<file path="config.mk">
export PLATFORM = sky130hd
export DESIGN_NAME = lphl_ctrl
export DESIGN_NICKNAME = d
export VERILOG_FILES = /design/src/design/lphl_pkg.sv /design/src/design/lphl_ctrl.sv
export SDC_FILE = /design/constraint.sdc
export NUM_CORES = 1
export LEC_CHECK = 0
export ABC_CLOCK_PERIOD_IN_PS = 1550
export BUFFER_PORTS_ARGS = -buffer_cell sky130_fd_sc_hd__buf_2
export CORE_AREA = 4 4 41 43
export CTS_BUF_LIST = sky130_fd_sc_hd__clkbuf_8
export DETAILED_ROUTE_END_ITERATION = 10
export DIE_AREA = 0 0 45 47
export GPL_ROUTABILITY_DRIVEN = 0
export GPL_TIMING_DRIVEN = 0
export PLACE_DENSITY = 0.53
export SLEW_MARGIN = 20
export SYNTH_ARGS = -nofsm -noshare
export SYNTH_HDL_FRONTEND = slang
export SYNTH_SLANG_ARGS = --single-unit
</file>
<file path="constraint.sdc">
create_clock -name clk -period 1.55 [get_ports clk]
set_input_delay 0.3875 -clock clk [delete_from_list [all_inputs] [get_ports clk]]
set_output_delay 0.3875 -clock clk [all_outputs]
set_load 0.03 [all_outputs]
</file>
<file path="src/design/lphl_pkg.sv">
// shared constants, field layout and control types for the hash lookup unit
package lphl_pkg;

  localparam int SLOTS    = 1024;
  localparam int KEY_BITS = 64;
  localparam int HASH_W   = 64;
  localparam int CFG_W    = 11;
  localparam int POS_W    = 10;
  localparam int ST_W     = 2;

  localparam int SLOT_IW  = $clog2(SLOTS);
  localparam int CAP_W    = $clog2(SLOTS + 1);
  localparam int STEP_W   = $clog2(SLOTS + 2);
  localparam int HCNT_W   = $clog2(HASH_W);

  localparam int CAP_RESET = 1024;

  // request layout, lowest bit first
  localparam int KEY_LSB   = 0;
  localparam int HASH_LSB  = 64;
  localparam int MODE_LSB  = 128;
  localparam int IDX_LSB   = 129;
  localparam int STAT_LSB  = 139;
  localparam int IN_TDATA_W  = 144;
  localparam int OUT_TDATA_W = 16;

  localparam logic [ST_W-1:0] ST_UNUSED  = 2'd0;
  localparam logic [ST_W-1:0] ST_DELETED = 2'd1;
  localparam logic [ST_W-1:0] ST_USED    = 2'd2;

  localparam logic OP_LOOKUP = 1'b0;
  localparam logic OP_WRITE  = 1'b1;

  typedef struct packed {
    logic clear;
    logic accept;
    logic write;
    logic div_step;
    logic probe;
    logic load_out;
  } lphl_cmd_t;

  typedef struct packed {
    logic clear_done;
    logic div_done;
    logic stop;
  } lphl_status_t;

endpackage

</file>
<file path="src/design/lphl_ctrl.sv">
// sequencer: store clear, request dispatch, slot write, divide, probe and result handoff
module lphl_ctrl (
  input  logic                   clk,
  input  logic                   rst,
  input  logic                   s_tvalid,
  output logic                   s_tready,
  input  logic                   s_tuser,
  output logic                   m_tvalid,
  input  logic                   m_tready,
  output lphl_pkg::lphl_cmd_t    cmd,
  input  lphl_pkg::lphl_status_t status
);
  import lphl_pkg::*;

  typedef enum logic [2:0] {
    S_CLEAR,
    S_IDLE,
    S_WRITE,
    S_DIV,
    S_READ,
    S_CHECK,
    S_FINISH
  } state_t;

  state_t state;
  state_t state_next;
  logic   s_tready_next;
  logic   m_tvalid_next;

  always_comb begin
    state_next    = state;
    cmd           = '0;
    m_tvalid_next = m_tvalid && !m_tready;
    cmd.accept    = s_tvalid && s_tready;
    unique case (state)
      S_CLEAR: begin
        cmd.clear = 1'b1;
        if (status.clear_done) begin
          state_next = S_IDLE;
        end
      end
      S_IDLE: begin
        if (cmd.accept) begin
          state_next = (s_tuser == OP_WRITE) ? S_WRITE : S_DIV;
        end
      end
      S_WRITE: begin
        cmd.write  = 1'b1;
        state_next = S_FINISH;
      end
      S_DIV: begin
        cmd.div_step = 1'b1;
        if (status.div_done) begin
          state_next = S_READ;
        end
      end
      S_READ: begin
        state_next = S_CHECK;
      end
      S_CHECK: begin
        cmd.probe = 1'b1;
        if (status.stop) begin
          state_next = S_FINISH;
        end
      end
      S_FINISH: begin
        // result register frees up when empty or being taken this cycle
        if (!m_tvalid || m_tready) begin
          cmd.load_out  = 1'b1;
          m_tvalid_next = 1'b1;
          state_next    = S_IDLE;
        end
      end
      default: begin
        state_next = S_IDLE;
      end
    endcase
    s_tready_next = (state_next == S_IDLE);
  end

  always_ff @(posedge clk) begin
    if (rst) begin
      state    <= S_CLEAR;
      s_tready <= 1'b0;
      m_tvalid <= 1'b0;
    end else begin
      state    <= state_next;
      s_tready <= s_tready_next;
      m_tvalid <= m_tvalid_next;
    end
  end

  a_no_accept_in_clear: assert property (@(posedge clk) disable iff (rst)
    state == S_CLEAR |-> !s_tready)
    else $error("request taken during store clear");

  a_one_at_a_time: assert property (@(posedge clk) disable iff (rst)
    s_tvalid && s_tready |=> !s_tready)
    else $error("second request taken while one is in work");

  a_load_shows_result: assert property (@(posedge clk) disable iff (rst)
    cmd.load_out |=> m_tvalid)
    else $error("loaded result not presented");

endmodule

</file>
==> out/qor.yml <==
critPathMaxFanout: 10
r2r-end: "s_tready"
drt-wirelength-per-cell_microns: 10.1
ctsRootBufferMaster: "clkbuf_8"
cts_inserted_buffers: 3
end_kind: "primary output"
layout.nets: 69
fp.coreArea_sq_um: 1300
grt_pass1_vias: 274
worstHoldPathType: "in -> reg"
synth_cell_type_count: 20
ys_warn_count: 0
synth_fa_ha_area_share_pct: 0
ios: 16
ir_drop_mv: 0.552
setup_tns_ps: 0
num_rows: 13
slew_headroom_pct: 86.0
routed_via_density: 4.25
netlist_area_sq_um: 315
outcome: "complete, no violations"
place_ws_ps: 174
critPathCapture: "cmd[0]"
fin_crit_sh_pct: 96.9
die-area_sq_um: 2120
drv_slew: 0
synth_xor_area_share_pct: 0
cts_tree: "built"
clockBufferDepth: 2
track_usage_pct: 7.84
die_x_microns: 45
cap_violations: 0
r2r_start: "state[0]"
antenna_found_initial: 0
cts.clk_slew.worst_paths_ps: 40
hold_violations: 0
rsz0062_at_grt: "no"
ys_seq_area_share_pct: 31.7
port_buffers: 15
timing.fmax_mhz: 666
synthMuxAreaShare_pct: 0
synth_top_area_share_pct: 31.7
hpwl_microns: 575
final_util_pct: 35.5
die_y_microns: 47
start_util_pct: 24.2
finClkSkew_ps: 0.881
drt_iter0_markers: 4
p_leak_nw: 0.226
nFillCells: 158
fin_crit_ps: 1500
drcViolationCount: 0
total_power_mw: 0.506
layout-area-overhead-vs-synth_pct: 46.4
synth-compound-area-share_pct: 20.6
htree_num_levels: 1
antenna_cells: 0
r2r_slack_ps: 450
r2r_cells: 5
critical_path_class: "reg -> out"
layout-drive-gt1-share_pct: 40.0
synthTopCellsByArea: "dfxtp_1, buf_6, a31oi_1"
synthSimpleGateAreaFrac_pct: 36.9
required_ps: 1160
synth_cells: 41
post-cts-setup-buffer-count: 0
grt_max_degree: 11
wl_microns: 760
setup_viol: 0
grt_pass1_wl_microns: 1150
fin_ws_ps: 48.0
avgSynthCellArea_sq_um: 7.69
synth_top_family_by_area: "simple AND/OR/NAND/NOR gates"
start_kind: "flip-flop"
cts_sinks: 5
ys_seq_elements: 5
crit_path_start: "state[0]"
clkLatencyLatePin_ps: 220
vias: 319
syn_nets: 49
first_pass_iters: 2
grt_overflow_total: 0
cp_data_arrival_time_ps: 1110
tightest_slew_ps: 208
antenna_left: 0
yosys.area.top_type: "dfxtp_1"
power.density_nw_per_um2: 1100
==> per-layer routing <==
metal  vias to the layer above  share of wire (%)  wire (microns)  GRT usage (%)
met3                         0                 15             111           6.51
met4                         0                  0               0           1.75
met2                        16                 35             267           10.2
met1                       125                 50             381           9.84
li1                        178                  -               -              -
met5                         -                  0               0              0
==> worst min-delay path by stage <==
stage	from	endpoint	slack (ps)	depth (start not counted)
floorplan	rst	m_tvalid	460	1
global placement	m_tvalid	m_tvalid	550	2
detailed placement	m_tvalid	m_tvalid	540	2
CTS	rst	m_tvalid	370	2
global route	rst	m_tvalid	380	2
finish	rst	m_tvalid	370	2
==> through the flow <==
stage	hold slack, ps	instance area (sq um)	std cells
after floorplan	457	315	41
after global placement	553	409	71
after detailed placement	545	409	71
after CTS	368	455	75
after global routing	376	462	75
final	372	462	75
==> layout make-up <==
type                    count  area (sq um)  share of cell area [%]
repair buffers             15          77.6                    16.8
well taps                  15          18.8                    4.07
inverters                   1          3.75                   0.813
multi-input cells          32           181                    39.3
flip-flops and latches      5           101                    22.0
clock inverters             1          3.75                   0.813
clock buffers               3          41.3                    8.94
plain buffers               3          33.8                    7.32
==> report_power, final <==
part	internal (mW)	leakage [nW]	switching (mW)	total [mW]
Sequential	0.141	0.0414	0.00747	0.148
Clock	0.170	0.0269	0.0650	0.235
Combinational	0.0511	0.158	0.0719	0.123
Total	0.362	0.226	0.144	0.506
==> logic make-up (layout without fill, tap and decap cells) <==
logic type             count (synthesis)  in the layout
DFF                                    5              5
and+or+nand+nor                       21             21
buffers and inverters                  4             23
AOI/OAI and AO/OA                     11             11
==> worst max-delay path, cell delays in order, from the launching register on <==
cell and delay (ps):
dfxtp_1 300, buf_6 130, nand2b_1 170, nor2_1 100, buf_2 200
==> sequential cells by signal, indices dropped and copies added (netlist names) <==
register,count
state,3
m_tvalid,1
s_tready,1
==> cell usage in the layout (no fill, tap or decap), drive strengths merged <==
cell type / count
a21oi: 3
a31oi: 3
a32oi: 1
and2: 1
and3: 1
and3b: 1
buf: 18
clkbuf: 3
dfxtp: 5
inv: 2
nand2: 4
nand2b: 3
nand3: 1
nor2: 5
nor2b: 3
nor3: 1
nor3b: 1
o211ai: 1
o21ai: 3
==> what timing repair did <==
action                     in CTS  in global routing
gates resized for setup         1                  3
hold buffers                    0                  0
pin swaps                       0                  0
hold endpoints to repair        0                  0
setup endpoints to repair       2                  3
==> Yosys cell counts <==
library cell	instances
nor2_1	5
dfxtp_1	5
a31oi_1	3
a32oi_1	1
buf_4	1
nand2_1	4
inv_1	1
nand3_1	1
nand2b_1	3
a21oi_1	3
o21ai_0	2
and3_1	1
buf_6	2
nor2b_1	3
o211ai_1	1
nor3b_2	1
o21ai_1	1
and2_1	1
nor3_1	1
and3b_2	1
(Power assumes the default switching activity.)
